**src/design/nsr_pkg.sv**
```systemverilog
// shared constants, microcode field codes and control/status structs
// for the newton square root block; no dependencies
`default_nettype none

package nsr_pkg;

   localparam int FRAC_BITS = 16;
   localparam int MAX_ITERS = 32;

   localparam int RAD_W  = 14;
   localparam int ROOT_W = 23;
   localparam int CUR_W  = 10 + FRAC_BITS;
   localparam int Q_W    = CUR_W + 1;
   localparam int NUM_W  = RAD_W + 2 * FRAC_BITS;
   localparam int ITER_W = $clog2(MAX_ITERS + 1);
   localparam int DCNT_W = $clog2(Q_W);
   localparam int PC_W   = 3;

   localparam logic [RAD_W-1:0] RADICAND_MAX = RAD_W'(10000);

   // datapath operations
   localparam logic [2:0] OP_WAIT   = 3'd0;
   localparam logic [2:0] OP_CHECK  = 3'd1;
   localparam logic [2:0] OP_DIV    = 3'd2;
   localparam logic [2:0] OP_UPDATE = 3'd3;
   localparam logic [2:0] OP_EMIT   = 3'd4;
   localparam logic [2:0] OP_NOP    = 3'd5;

   // jump conditions
   localparam logic [2:0] C_ALWAYS   = 3'd0;
   localparam logic [2:0] C_NO_REQ   = 3'd1;
   localparam logic [2:0] C_STOP     = 3'd2;
   localparam logic [2:0] C_DIV_MORE = 3'd3;
   localparam logic [2:0] C_DESCENT  = 3'd4;
   localparam logic [2:0] C_OUT_BUSY = 3'd5;

   typedef struct packed {
      logic [2:0] op;
   } ctrl_type;

   typedef struct packed {
      logic accept;
      logic stop;
      logic div_more;
      logic descent;
      logic out_busy;
   } status_type;

endpackage

`default_nettype wire

```
**src/design/newton_square_root.sv**
```systemverilog
// newton square root: each newton step is a check, a restoring division in the divider and
// an update; the loop stops at the check on a range error, a zero estimate or the iteration
// cap of 32 steps, or at an update that no longer lowers the estimate. one item at a time;
// the next req transfer can happen after the result is loaded and the sequencer has passed
// its nop state back to wait, even while the result is stalled.
// synchronous active-high reset clears the pc, the step and bit counters and the rsp valid flag.
`default_nettype none

module newton_square_root import nsr_pkg::*; (
   input  wire               clock,
   input  wire               reset,
   input  wire               req_valid,
   output logic              req_stall,
   input  wire [RAD_W-1:0]   req_radicand,
   output logic              rsp_valid,
   input  wire               rsp_stall,
   output logic [ROOT_W-1:0] rsp_root,
   output logic              rsp_range_error
);

   ctrl_type   ctrl;
   status_type status;

   nsr_sequencer u_sequencer (
      .clock  (clock),
      .reset  (reset),
      .status (status),
      .ctrl   (ctrl)
   );

   nsr_datapath u_datapath (
      .clock           (clock),
      .reset           (reset),
      .ctrl            (ctrl),
      .status          (status),
      .req_valid       (req_valid),
      .req_radicand    (req_radicand),
      .rsp_valid       (rsp_valid),
      .rsp_stall       (rsp_stall),
      .rsp_root        (rsp_root),
      .rsp_range_error (rsp_range_error)
   );

   assign req_stall = ctrl.op != OP_WAIT;

endmodule

`default_nettype wire

```
**src/design/nsr_sequencer.sv**
```systemverilog
// microcode rom and step counter with conditional jumps
// depends on nsr_pkg
`default_nettype none

module nsr_sequencer import nsr_pkg::*; (
   input  wire        clock,
   input  wire        reset,
   input  status_type status,
   output ctrl_type   ctrl
);

   typedef struct packed {
      logic [2:0]      op;
      logic [2:0]      cond;
      logic [PC_W-1:0] target;
   } ucode_type;

   function automatic ucode_type ucode_rom(input logic [PC_W-1:0] pc);
      ucode_type w;
      case (pc)
         PC_W'(0): w = '{op: OP_WAIT,   cond: C_NO_REQ,   target: PC_W'(0)};
         PC_W'(1): w = '{op: OP_CHECK,  cond: C_STOP,     target: PC_W'(4)};
         PC_W'(2): w = '{op: OP_DIV,    cond: C_DIV_MORE, target: PC_W'(2)};
         PC_W'(3): w = '{op: OP_UPDATE, cond: C_DESCENT,  target: PC_W'(1)};
         PC_W'(4): w = '{op: OP_EMIT,   cond: C_OUT_BUSY, target: PC_W'(4)};
         PC_W'(5): w = '{op: OP_NOP,    cond: C_ALWAYS,   target: PC_W'(0)};
         default:  w = '{op: OP_NOP,    cond: C_ALWAYS,   target: PC_W'(0)};
      endcase
      return w;
   endfunction

   logic [PC_W-1:0] pc_ff;
   logic [PC_W-1:0] pc_in;
   ucode_type       word;
   logic            jump;

   always_comb begin
      word = ucode_rom(pc_ff);
      case (word.cond)
         C_ALWAYS:   jump = 1'b1;
         C_NO_REQ:   jump = !status.accept;
         C_STOP:     jump = status.stop;
         C_DIV_MORE: jump = status.div_more;
         C_DESCENT:  jump = status.descent;
         C_OUT_BUSY: jump = status.out_busy;
         default:    jump = 1'b1;
      endcase
      pc_in   = jump ? word.target : pc_ff + PC_W'(1);
      ctrl.op = word.op;
   end

   always_ff @(posedge clock) begin
      if (reset) begin
         pc_ff <= '0;
      end else begin
         pc_ff <= pc_in;
      end
   end

endmodule

`default_nettype wire

```
**src/design/nsr_datapath.sv**
```systemverilog
// estimate, restoring divider, newton update and result register
// depends on nsr_pkg; driven by nsr_sequencer
`default_nettype none

module nsr_datapath import nsr_pkg::*; (
   input  wire               clock,
   input  wire               reset,
   input  ctrl_type          ctrl,
   output status_type        status,
   input  wire               req_valid,
   input  wire [RAD_W-1:0]   req_radicand,
   output logic              rsp_valid,
   input  wire               rsp_stall,
   output logic [ROOT_W-1:0] rsp_root,
   output logic              rsp_range_error
);

   function automatic logic [CUR_W-1:0] seed_for(input logic [RAD_W-1:0] n);
      logic [9:0] s;
      if (n < RAD_W'(10))          s = 10'd100;
      else if (n < RAD_W'(100))    s = 10'd200;
      else if (n < RAD_W'(1000))   s = 10'd300;
      else if (n < RADICAND_MAX)   s = 10'd500;
      else                         s = 10'd600;
      return CUR_W'(s) << FRAC_BITS;
   endfunction

   logic [RAD_W-1:0]  n_ff, n_in;
   logic              err_ff, err_in;
   logic [CUR_W-1:0]  cur_ff, cur_in;
   logic [CUR_W-1:0]  rem_ff, rem_in;
   logic [Q_W-1:0]    quo_ff, quo_in;
   logic [DCNT_W-1:0] dcnt_ff, dcnt_in;
   logic [ITER_W-1:0] iter_ff, iter_in;
   logic              rsp_valid_ff, rsp_valid_in;
   logic [ROOT_W-1:0] rsp_root_ff, rsp_root_in;
   logic              rsp_err_ff, rsp_err_in;

   logic [NUM_W-1:0]  num;
   logic [CUR_W:0]    trial;
   logic [CUR_W:0]    diff;
   logic              trial_ge;
   logic [CUR_W+1:0]  sum;
   logic [CUR_W:0]    nxt;

   always_comb begin
      num      = NUM_W'(n_ff) << (2 * FRAC_BITS);
      trial    = {rem_ff, quo_ff[Q_W-1]};
      trial_ge = trial >= {1'b0, cur_ff};
      diff     = trial - {1'b0, cur_ff};
      sum      = {2'b00, cur_ff} + {1'b0, quo_ff};
      nxt      = sum[CUR_W+1:1];

      status.accept   = req_valid && (ctrl.op == OP_WAIT);
      status.stop     = err_ff || (iter_ff == ITER_W'(MAX_ITERS)) || (cur_ff == '0);
      status.div_more = dcnt_ff != DCNT_W'(Q_W - 1);
      status.descent  = nxt < {1'b0, cur_ff};
      status.out_busy = rsp_valid_ff && rsp_stall;

      n_in         = n_ff;
      err_in       = err_ff;
      cur_in       = cur_ff;
      rem_in       = rem_ff;
      quo_in       = quo_ff;
      dcnt_in      = dcnt_ff;
      iter_in      = iter_ff;
      rsp_valid_in = rsp_valid_ff && rsp_stall;
      rsp_root_in  = rsp_root_ff;
      rsp_err_in   = rsp_err_ff;

      case (ctrl.op)
         OP_WAIT: begin
            if (status.accept) begin
               n_in    = req_radicand;
               err_in  = (req_radicand == '0) || (req_radicand > RADICAND_MAX);
               cur_in  = seed_for(req_radicand);
               iter_in = '0;
            end
         end
         OP_CHECK: begin
            rem_in  = CUR_W'(num[NUM_W-1:Q_W]);
            quo_in  = num[Q_W-1:0];
            dcnt_in = '0;
         end
         OP_DIV: begin
            rem_in  = trial_ge ? diff[CUR_W-1:0] : trial[CUR_W-1:0];
            quo_in  = {quo_ff[Q_W-2:0], trial_ge};
            dcnt_in = dcnt_ff + DCNT_W'(1);
         end
         OP_UPDATE: begin
            if (status.descent) begin
               cur_in  = nxt[CUR_W-1:0];
               iter_in = iter_ff + ITER_W'(1);
            end
         end
         OP_EMIT: begin
            if (!status.out_busy) begin
               rsp_valid_in = 1'b1;
               rsp_root_in  = err_ff ? '0 : ROOT_W'(cur_ff);
               rsp_err_in   = err_ff;
            end
         end
         default: begin
         end
      endcase
   end

   always_ff @(posedge clock) begin
      if (reset) begin
         rsp_valid_ff <= 1'b0;
         iter_ff      <= '0;
         dcnt_ff      <= '0;
      end else begin
         rsp_valid_ff <= rsp_valid_in;
         iter_ff      <= iter_in;
         dcnt_ff      <= dcnt_in;
      end
   end

   always_ff @(posedge clock) begin
      n_ff        <= n_in;
      err_ff      <= err_in;
      cur_ff      <= cur_in;
      rem_ff      <= rem_in;
      quo_ff      <= quo_in;
      rsp_root_ff <= rsp_root_in;
      rsp_err_ff  <= rsp_err_in;
   end

   assign rsp_valid       = rsp_valid_ff;
   assign rsp_root        = rsp_root_ff;
   assign rsp_range_error = rsp_err_ff;

`ifndef SYNTHESIS
   a_rem_below_divisor: assert property (@(posedge clock) disable iff (reset)
      (ctrl.op == OP_DIV) |-> (rem_ff < cur_ff))
      else $error("partial remainder not below divisor");

   a_estimate_falls: assert property (@(posedge clock) disable iff (reset)
      (ctrl.op == OP_UPDATE && status.descent) |=> (cur_ff < $past(cur_ff)))
      else $error("estimate did not decrease on newton step");

   a_error_root_zero: assert property (@(posedge clock) disable iff (reset)
      (rsp_valid_ff && rsp_err_ff) |-> (rsp_root_ff == '0))
      else $error("range error with nonzero root");

   a_iter_cap: assert property (@(posedge clock) disable iff (reset)
      iter_ff <= ITER_W'(MAX_ITERS))
      else $error("iteration count past cap");
`endif

endmodule

`default_nettype wire
```
**config.mk**
```make
export PLATFORM = sky130hd
export DESIGN_NAME = newton_square_root
export DESIGN_NICKNAME = d
export VERILOG_FILES = /design/src/design/nsr_pkg.sv /design/src/design/newton_square_root.sv /design/src/design/nsr_sequencer.sv /design/src/design/nsr_datapath.sv
export SDC_FILE = /design/constraint.sdc
export NUM_CORES = 1
export LEC_CHECK = 0
export ABC_AREA = 0
export BUFFER_PORTS_ARGS = -buffer_cell sky130_fd_sc_hd__buf_2
export CAP_MARGIN = 40
export CORE_UTILIZATION = 60
export CTS_BUF_LIST = sky130_fd_sc_hd__clkbuf_4
export DETAILED_ROUTE_END_ITERATION = 6
export HOLD_SLACK_MARGIN = 0.08
export PLACE_DENSITY_LB_ADDON = 0.12
export SYNTH_ARGS = -nofsm -noshare
export SYNTH_HDL_FRONTEND = slang
export SYNTH_HIERARCHICAL = 1
export SYNTH_SLANG_ARGS = --single-unit
```
**constraint.sdc**
```tcl
create_clock -name clock -period 12.61 [get_ports clock]
set_clock_uncertainty 0.05 [all_clocks]
set_input_delay 1.261 -clock clock [delete_from_list [all_inputs] [get_ports clock]]
set_output_delay 1.261 -clock clock [all_outputs]
set_load 0.01 [all_outputs]
```
# Word level (Yosys, flattened, before mapping)
# Index checks and enable logic that the tools add are counted.
dict set report word_totals {
  regBits 133
  input_bits 18
  out_inout_bits 26
}
dict set report op_classes {
  addsub 5
  order_cmp 7
  n_eq_ne 17
  mux 18
  n_bitwise 1
  reduce_logical 16
}
# operator n
set op_table {}
lappend op_table {{$pmux 26 s2} 2}
lappend op_table {{$mux 26} 3}
lappend op_table {{$pmux 27 s2} 1}
lappend op_table {{$pmux 9 s5} 1}
lappend op_table {{$mux 10} 4}
lappend op_table {{$add 26x27->28} 1}
lappend op_table {{$ge 27x26->1} 1}
lappend op_table {{$lt 27x26->1} 1}
lappend op_table {{$logic_not 26->1} 1}
lappend op_table {{$sub 26x26->26} 1}
lappend op_table {{$eq 3x2->1 const B} 6}
lappend op_table {{$gt 14x14->1 const B} 1}
lappend op_table {{$logic_not 14->1} 1}
lappend op_table {{$lt 14x10->1 const B} 1}
lappend op_table {{$lt 14x14->1 const B} 1}
lappend op_table {{$lt 14x4->1 const B} 1}
lappend op_table {{$lt 14x7->1 const B} 1}
lappend op_table {{$eq 3x3->1 const B} 4}
lappend op_table {{$mux 6} 2}
lappend op_table {{$pmux 6 s2} 1}
lappend op_table {{$pmux 5 s2} 1}
lappend op_table {{$eq 3x1->1 const B} 3}
lappend op_table {{$add 6x1->6 const B} 1}
lappend op_table {{$eq 6x6->1 const B} 1}
lappend op_table {{16 further kinds} 23}

# Logic depth before layout (Yosys ltp)
# Gate-level depths: netlist of the first run.
dict set report logic_depth {
  ltp_word 7
  depth_mapped 20
  mapped_depth_nobuf 20
}

# Modules after synthesis
# Netlist of the first run, hierarchy kept.
# module instances cells_per_inst area_each_um2 seq_area_each_um2
set by_module_without_submodules {}
lappend by_module_without_submodules {nsr_datapath 1 877 8640.8 3783.6}
lappend by_module_without_submodules {nsr_sequencer 1 53 431.7 60.1}
lappend by_module_without_submodules {newton_square_root 1 1 6.3 0.0}

# Worst setup path after synthesis of the first run
# OpenSTA, ideal clock, no wires.
dict set report synth_path {
  path_type {register -> register}
  startpoint {register u_sequencer.pc_ff[0]}
  endpoint {register u_datapath.dcnt_ff[3]}
  setup_ps 86
  t_arrival_ps 5103
  t_required_ps 12474
  setup_slack_ps 7371
  path_stages_with_launch 14
  n_path_buf 2
  path_cell_list {dfxtp_1 inv_1 ha_1 buf_2 a21oi_1 ha_1 a21boi_0 or3_1 clkbuf_1 xnor2_1 nor2_1 nand4_1 xor2_1 a211oi_1}
}
# item line_no
set synth_lines {}
lappend synth_lines {{start, declared} nsr_sequencer.sv:32} ;# logic [PC_W-1:0] pc_ff;
lappend synth_lines {{start signal, assigned} nsr_sequencer.sv:56} ;# pc_ff <= pc_in;
lappend synth_lines {{end signal, assigned} nsr_datapath.sv:116} ;# dcnt_ff <= dcnt_in;
lappend synth_lines {{end, declared} nsr_datapath.sv:33} ;# logic [DCNT_W-1:0] dcnt_ff, dcnt_in;

# Worst setup path after layout of the first run
dict set report layout_path {
  startpoint {register u_datapath.cur_ff[0]}
  endpoint {register u_datapath.cur_ff[10] (enable)}
}
dict set report layout_between {
  elab_chain_len 4
}
# item line_no
set layout_rtl {}
lappend layout_rtl {{start, declared} nsr_datapath.sv:30} ;# logic [CUR_W-1:0] cur_ff, cur_in;
lappend layout_rtl {{start signal, assigned} nsr_datapath.sv:123} ;# cur_ff <= cur_in;
lappend layout_rtl {{$add 26x27->28} nsr_datapath.sv:51} ;# sum = {2'b00, cur_ff} + {1'b0, quo_ff};
lappend layout_rtl {{$lt 27x26->1 (*)} nsr_datapath.sv:57} ;# status.descent = nxt < {1'b0, cur_ff};
lappend layout_rtl {{$ne 2x2->1 (no line) (*)} n/a}
lappend layout_rtl {{$reduce_and 3->1 (no line) (*)} n/a}
# Every way passes the cells marked *; elsewhere a longest branch is shown, timed or not.
# A chain may end at the register's enable or synchronous reset.

==> run summary, run 1 <==
Proportion of layout cells with a drive suffix above 1 - 11.0%
Number of global-route vias before repair - 7109
Largest net degree at the start of global routing - 58
CTS tree - done
Crit path max fanout - 20
CORE AREA - 14600 um2
Critical path buffers and inverters - 1
Die area - 15600 um2
Kind of end point of the critical path - flip-flop
Antenna-violating nets left - 0
Top post-synthesis cells by area - edfxtp_1 39%, ha_1 12%, a21oi_1 3.7%
Worst endpoint required time - 12.80 ns
Max-Cap Viols - 0
Crit path DAT - 5.28 ns
Io pins - 44
Routed vias/inst - 6.34
CP peak stage delay - 0.55 ns
Final setup TNS - 0 ns
Fmax - 197 MHz
Status - finished, violations left
Crit start category - flip-flop
Number of buffers created by CTS - 17
Count of pins over their slew limit - 0
Number of diodes - 0
Area after DPL - 9520 um2
Root Driver - clkbuf_4
Synth Net Count - 1037
Initial antenna violation count - 0
Worst slew pin tran - 0.783 ns
Slowest stage cell, crit path - edfxtp_1
First-pass GRT wire length - 37.1 mm
GP Congestion - 0.952
Clock Tree Buf Depth - 2
Post-Syn Area - 9080 um2
Fin cells - 1173
Syn_area_per_cell - 9.75 um2
Per-cell routed wire length - 19.9 um
Worst r2r path cells - 17
Commonest non-fill, non-tap cell in the layout - edfxtp_1
Synth-to-Final Area Change - 8.10%
Post-synth EDFFs - 118
Yosys warns - 6
Hold Path Stages - 2
Cells after Synth - 931
Setup Buffers After CTS - 0
Endpoints failing hold - 0
Area leader, netlist - edfxtp_1
Fin crit period - 5.09 ns
Post-CTS Hold Buffers - 0
# port buffers - 43
WL final - 23.4 mm
Via count - 7441
Ys flop type - edfxtp_1
Die Y - 125 um
Failing checks - design-rule violations
CP Cell Sequence - nand2_1 -> fa_1 -> nor2b_1 -> o31ai_2 -> a211oi_1 -> o21ai_1 -> o21ai_0 -> a21o_1 -> xor2_1 -> ha_1 -> a21oi_1 -> o21a_1 -> o221ai_1 -> nor3_2 -> o311ai_2 -> nand2b_1 -> buf_4
Rows - 44
Total GRT Usage - 30.9%
Sequential-to-total area share from yosys stat - 42.3%
Resized Gates After CTS - 0
H-tree depth - 4
HP Class - reg -> reg
Crit path max-delay family - compound AO/OA/AOI/OAI gates
Clk slew on worst S/H paths - 0.12 ns
Initial DRC count - 822
Fin area - 9810 um2
DP Cell Count - 1142
Rel. slew slack - 47.8%
Most frequent cells in the layout - 118 x edfxtp_1, 86 x ha_1, 85 x nor2_1
Starting density of the core - 62.0%
Drt drc - 8
Grt ovf - 0
Post-synthesis register bit count - 133
First-pass DRT Iterations - 7
Dpl hpwl - 17.1 mm
RSZ-0062 raised after global routing - no
Clk sinks - 133
Worst Setup Path Type - reg -> reg
Die X - 125 um
Clk_lat worst skew - 0.56 ns
Setup violators final - 0
Yosys top cell area share - 39.0%
Post-layout net count - 1083
WP depth - 17
Part of the cycle the worst path needs - 40.4%
Core Util, Final - 67.0%
Fraction of registers with async set/reset - 0%
Netlist cell types - 81
[final timing paths]
check	start	endpoint	slack, ns
worst min register to register	u_datapath/rsp_valid	u_datapath/rsp_valid	0.45
worst max-delay path	u_datapath/cur_ff[0]	u_datapath/cur_ff[10]	7.52
worst min-delay path	u_datapath/rsp_valid	u_datapath/rsp_valid	0.45
worst max register to register	u_datapath/cur_ff[0]	u_datapath/cur_ff[10]	7.52
[worst min-delay path: stages (launching register included)]
cell and delay [ns]:
dfxtp_1 0.33, nand2_1 0.08, a21oi_1 0.06
[final cells by class]
type                       count  area (um2)
tap                          184         230
multi-input combinational    724        4940
timing repair buffer          54         325
clock buffer                  18         135
sequential                   133        3840
clock inverter                13         159
inverter                      47         176
fill                        1193        4830
[logic make-up after synthesis]
group	count (synthesis)	synth area share, %
buf+inv	74	3.42
xor+xnor	45	4.34
flops	133	42.3
compound gates	243	17.9
simple gates	346	19.5
mux	2	0.221
fa+ha+maj	88	12.3
[sequential cells by signal, indices dropped and copies added, names as in the netlist]
name	flops
u_sequencer/pc_ff	3
u_datapath/quo_ff	27
u_datapath/rsp_root	23
u_datapath/rem_ff	26
u_datapath/dcnt_ff	5
u_datapath/rsp_range_error	1
u_datapath/rsp_valid	1
u_datapath/iter_ff	6
u_datapath/n_ff	14
u_datapath/cur_ff	26
u_datapath/err_ff	1
[layer usage]
metal	vias to the layer above	wire length (um)	GRT usage, %
li1	3577	-	-
met1	3525	10500	43.1
met2	289	10400	47.9
met3	50	1850	6.68
met4	0	595	10.3
met5	-	0	0.929
[Yosys cell counts, types with 17 or more instances]
cell type and n:
a21oi_1 68, edfxtp_1 118, ha_1 86, xor2_1 17, and2_1 24, a31oi_1 20, nor2_1 87, nand2_1 84
inv_1 47, clkbuf_1 17, xnor2_1 28, nand3_1 17, o21ai_0 38, and3_1 29
[per-stage QoR]
step           setup WS [ns]  hold slack, ns
2_1_floorplan           7.37           0.418
3_3_place_gp            7.66           0.429
3_5_place_dp            7.58           0.435
4_1_cts                 7.55           0.454
5_1_grt                 7.00           0.496
6_report                7.52           0.451
Power of run 1 is not shown: default switching activity piles up to over one toggle a cycle in this logic, so the estimate is an artifact.
==> run 2: changes to the inputs <==
--- a/config.mk
+++ b/config.mk
@@ -8,7 +8,7 @@
 export ABC_AREA = 0
 export BUFFER_PORTS_ARGS = -buffer_cell sky130_fd_sc_hd__buf_2
 export CAP_MARGIN = 40
-export CORE_UTILIZATION = 60
+export CORE_UTILIZATION = 58
 export CTS_BUF_LIST = sky130_fd_sc_hd__clkbuf_4
 export DETAILED_ROUTE_END_ITERATION = 6
 export HOLD_SLACK_MARGIN = 0.08
==> constraint.sdc (replaced) <==
create_clock -name clock -period 4.2 [get_ports clock]
set_clock_uncertainty 0.05 [all_clocks]
set_input_delay 0.42 -clock clock [delete_from_list [all_inputs] [get_ports clock]]
set_output_delay 0.42 -clock clock [all_outputs]
set_load 0.01 [all_outputs]
==> run summary, run 2 (synthesis results as in run 1) <==
Clk slew on worst S/H paths - 0.13 ns
Final worst slack - -0.209 ns
WL final - 24.8 mm
Antenna-violating nets left - 0
CP peak stage delay - 0.47 ns
CTS tree - done
Post-layout net count - 1190
RSZ-0062 raised after global routing - yes
Routed vias/inst - 6.06
First-pass DRT Iterations - 7
Die Y - 127 um
Clk_lat worst skew - 0.56 ns
CP Cell Sequence - ha_4 -> buf_4 -> nand4_1 -> a21oi_2 -> o31ai_1 -> nand2b_1 -> a21o_1 -> a21oi_1 -> xnor2_1 -> ha_1 -> a21oi_1 -> o21ai_0 -> a21oi_1 -> a21boi_2 -> nor3_2 -> o31a_1 -> a22oi_1 -> o32ai_1 -> buf_4 -> buf_4 -> or4_1 -> o41ai_1
H-tree depth - 4
Rel. slew slack - 41.7%
Worst slew pin tran - 0.875 ns
Root Driver - clkbuf_4
Fmax - 227 MHz
Rows - 45
Total GRT Usage - 30.9%
Starting density of the core - 59.5%
Most frequent cells in the layout - 118 x edfxtp_1, 93 x buf_4, 83 x nand2_1, 83 x nor2_1, 79 x ha_1
Proportion of layout cells with a drive suffix above 1 - 21.9%
Largest register FFs - 27
Status - finished, violations left
Biggest register - u_datapath/quo_ff
Worst endpoint required time - 4.59 ns
Critical path buffers and inverters - 3
Part of the cycle the worst path needs - 105%
Synth-to-Final Area Change - 21.5%
Die area - 16200 um2
Drt drc - 0
Initial antenna violation count - 2
Grt ovf - 0
Setup violators final - 35
Commonest non-fill, non-tap cell in the layout - edfxtp_1
Largest net degree at the start of global routing - 37
WP depth - 22
Count of pins over their slew limit - 0
Crit path DAT - 4.80 ns
HP Class - in -> reg
Initial DRC count - 665
Crit path max-delay family - compound AO/OA/AOI/OAI gates
Failing checks - negative setup slack
Fin area - 11000 um2
Number of global-route vias before repair - 7191
First-pass GRT wire length - 37.8 mm
Hold Path Stages - 2
Area after DPL - 10100 um2
Biggest registers after layout - u_datapath/quo_ff (27), u_datapath/cur_ff (26), u_datapath/rem_ff (26)
Worst Setup Path Type - reg -> reg
Io pins - 44
CORE AREA - 15300 um2
Worst r2r path cells - 22
GP Congestion - 0.900
Endpoints failing hold - 0
Clk sinks - 133
Crit path max fanout - 4
# port buffers - 43
Fin crit period - 4.41 ns
Via count - 7934
Max-Cap Viols - 0
Slowest stage cell, crit path - edfxtp_1
Dpl hpwl - 17.5 mm
Die X - 127 um
Kind of end point of the critical path - flip-flop
Number of buffers created by CTS - 17
Per-cell routed wire length - 18.9 um
Clock Tree Buf Depth - 2
Crit start category - flip-flop
Final setup TNS - -4.00 ns
==> run 2: changes by cell type in the layout (fill, tap and decap cells not counted), moves of 7 or more <==
cell | before | now
ha_1 | 86 | 79
a21oi_1 | 67 | 59
ha_4 | 0 | 7
buf_4 | 9 | 93
a21oi_2 | 3 | 10
dlygate4sd3_1 | 0 | 15
==> run 2: worst register-to-register path, cell delays in order, from the launching register on <==
cell	delay, ns
edfxtp_1	0.47
ha_4	0.28
buf_4	0.13
nand4_1	0.13
a21oi_2	0.09
o31ai_1	0.25
nand2b_1	0.14
a21o_1	0.20
a21oi_1	0.18
xnor2_1	0.13
ha_1	0.31
a21oi_1	0.06
o21ai_0	0.37
a21oi_1	0.15
a21boi_2	0.18
nor3_2	0.08
o31a_1	0.10
a22oi_1	0.13
o32ai_1	0.11
buf_4	0.17
buf_4	0.13
or4_1	0.39
o41ai_1	0.08
==> run 2: repair_timing <==
item                                   4_1_cts  5_1_grt
gates resized for setup                     20       30
pin swaps                                    7       35
cloned                                       2        1
setup buffers                                6       12
hold buffers                                15        0
setup endpoints to repair                   35       35
endpoints found under the hold margin       15        0
==> run 2: final timing paths <==
kind	to	startpoint	slack, ns
max reg2reg	u_sequencer/pc_ff[0]	u_datapath/cur_ff[2]	-0.21
min reg2reg	u_datapath/rsp_valid	u_datapath/rsp_valid	0.45
max	u_sequencer/pc_ff[0]	u_datapath/cur_ff[2]	-0.21
min	u_datapath/dcnt_ff[2]	reset	0.21
==> run 2: per-layer routing <==
metal | routed length (um) | global-route usage, % | vias to the layer above
li1 | - | - | 3806
met1 | 11200 | 43.0 | 3759
met2 | 11300 | 48.4 | 331
met3 | 1770 | 5.53 | 38
met4 | 503 | 11.1 | 0
met5 | 0 | 0 | -
==> run 2: per-stage QoR <==
step	hold slack, ns	util, %	std cells	setup slack (ns)
2_1_floorplan	0.418	-	931	0.0526
3_3_place_gp	0.424	66.2	1240	-0.103
3_5_place_dp	0.426	66.3	1241	-0.246
4_1_cts	0.158	70.5	1296	-0.0626
5_1_grt	0.205	72.3	1309	-0.309
6_report	0.213	72.3	1310	-0.209
==> run 2: area by class of cell <==
class | instances | area [um2]
Multi-Input combinational cell | 724 | 5200
Fill cell | 1141 | 4220
Sequential cell | 133 | 3840
Timing Repair Buffer | 161 | 1250
Tap cell | 211 | 264
Inverter | 47 | 176
Clock inverter | 14 | 153
Clock buffer | 18 | 135
Antenna cell | 2 | 5.00
Power of run 2 is left out for the same reason.
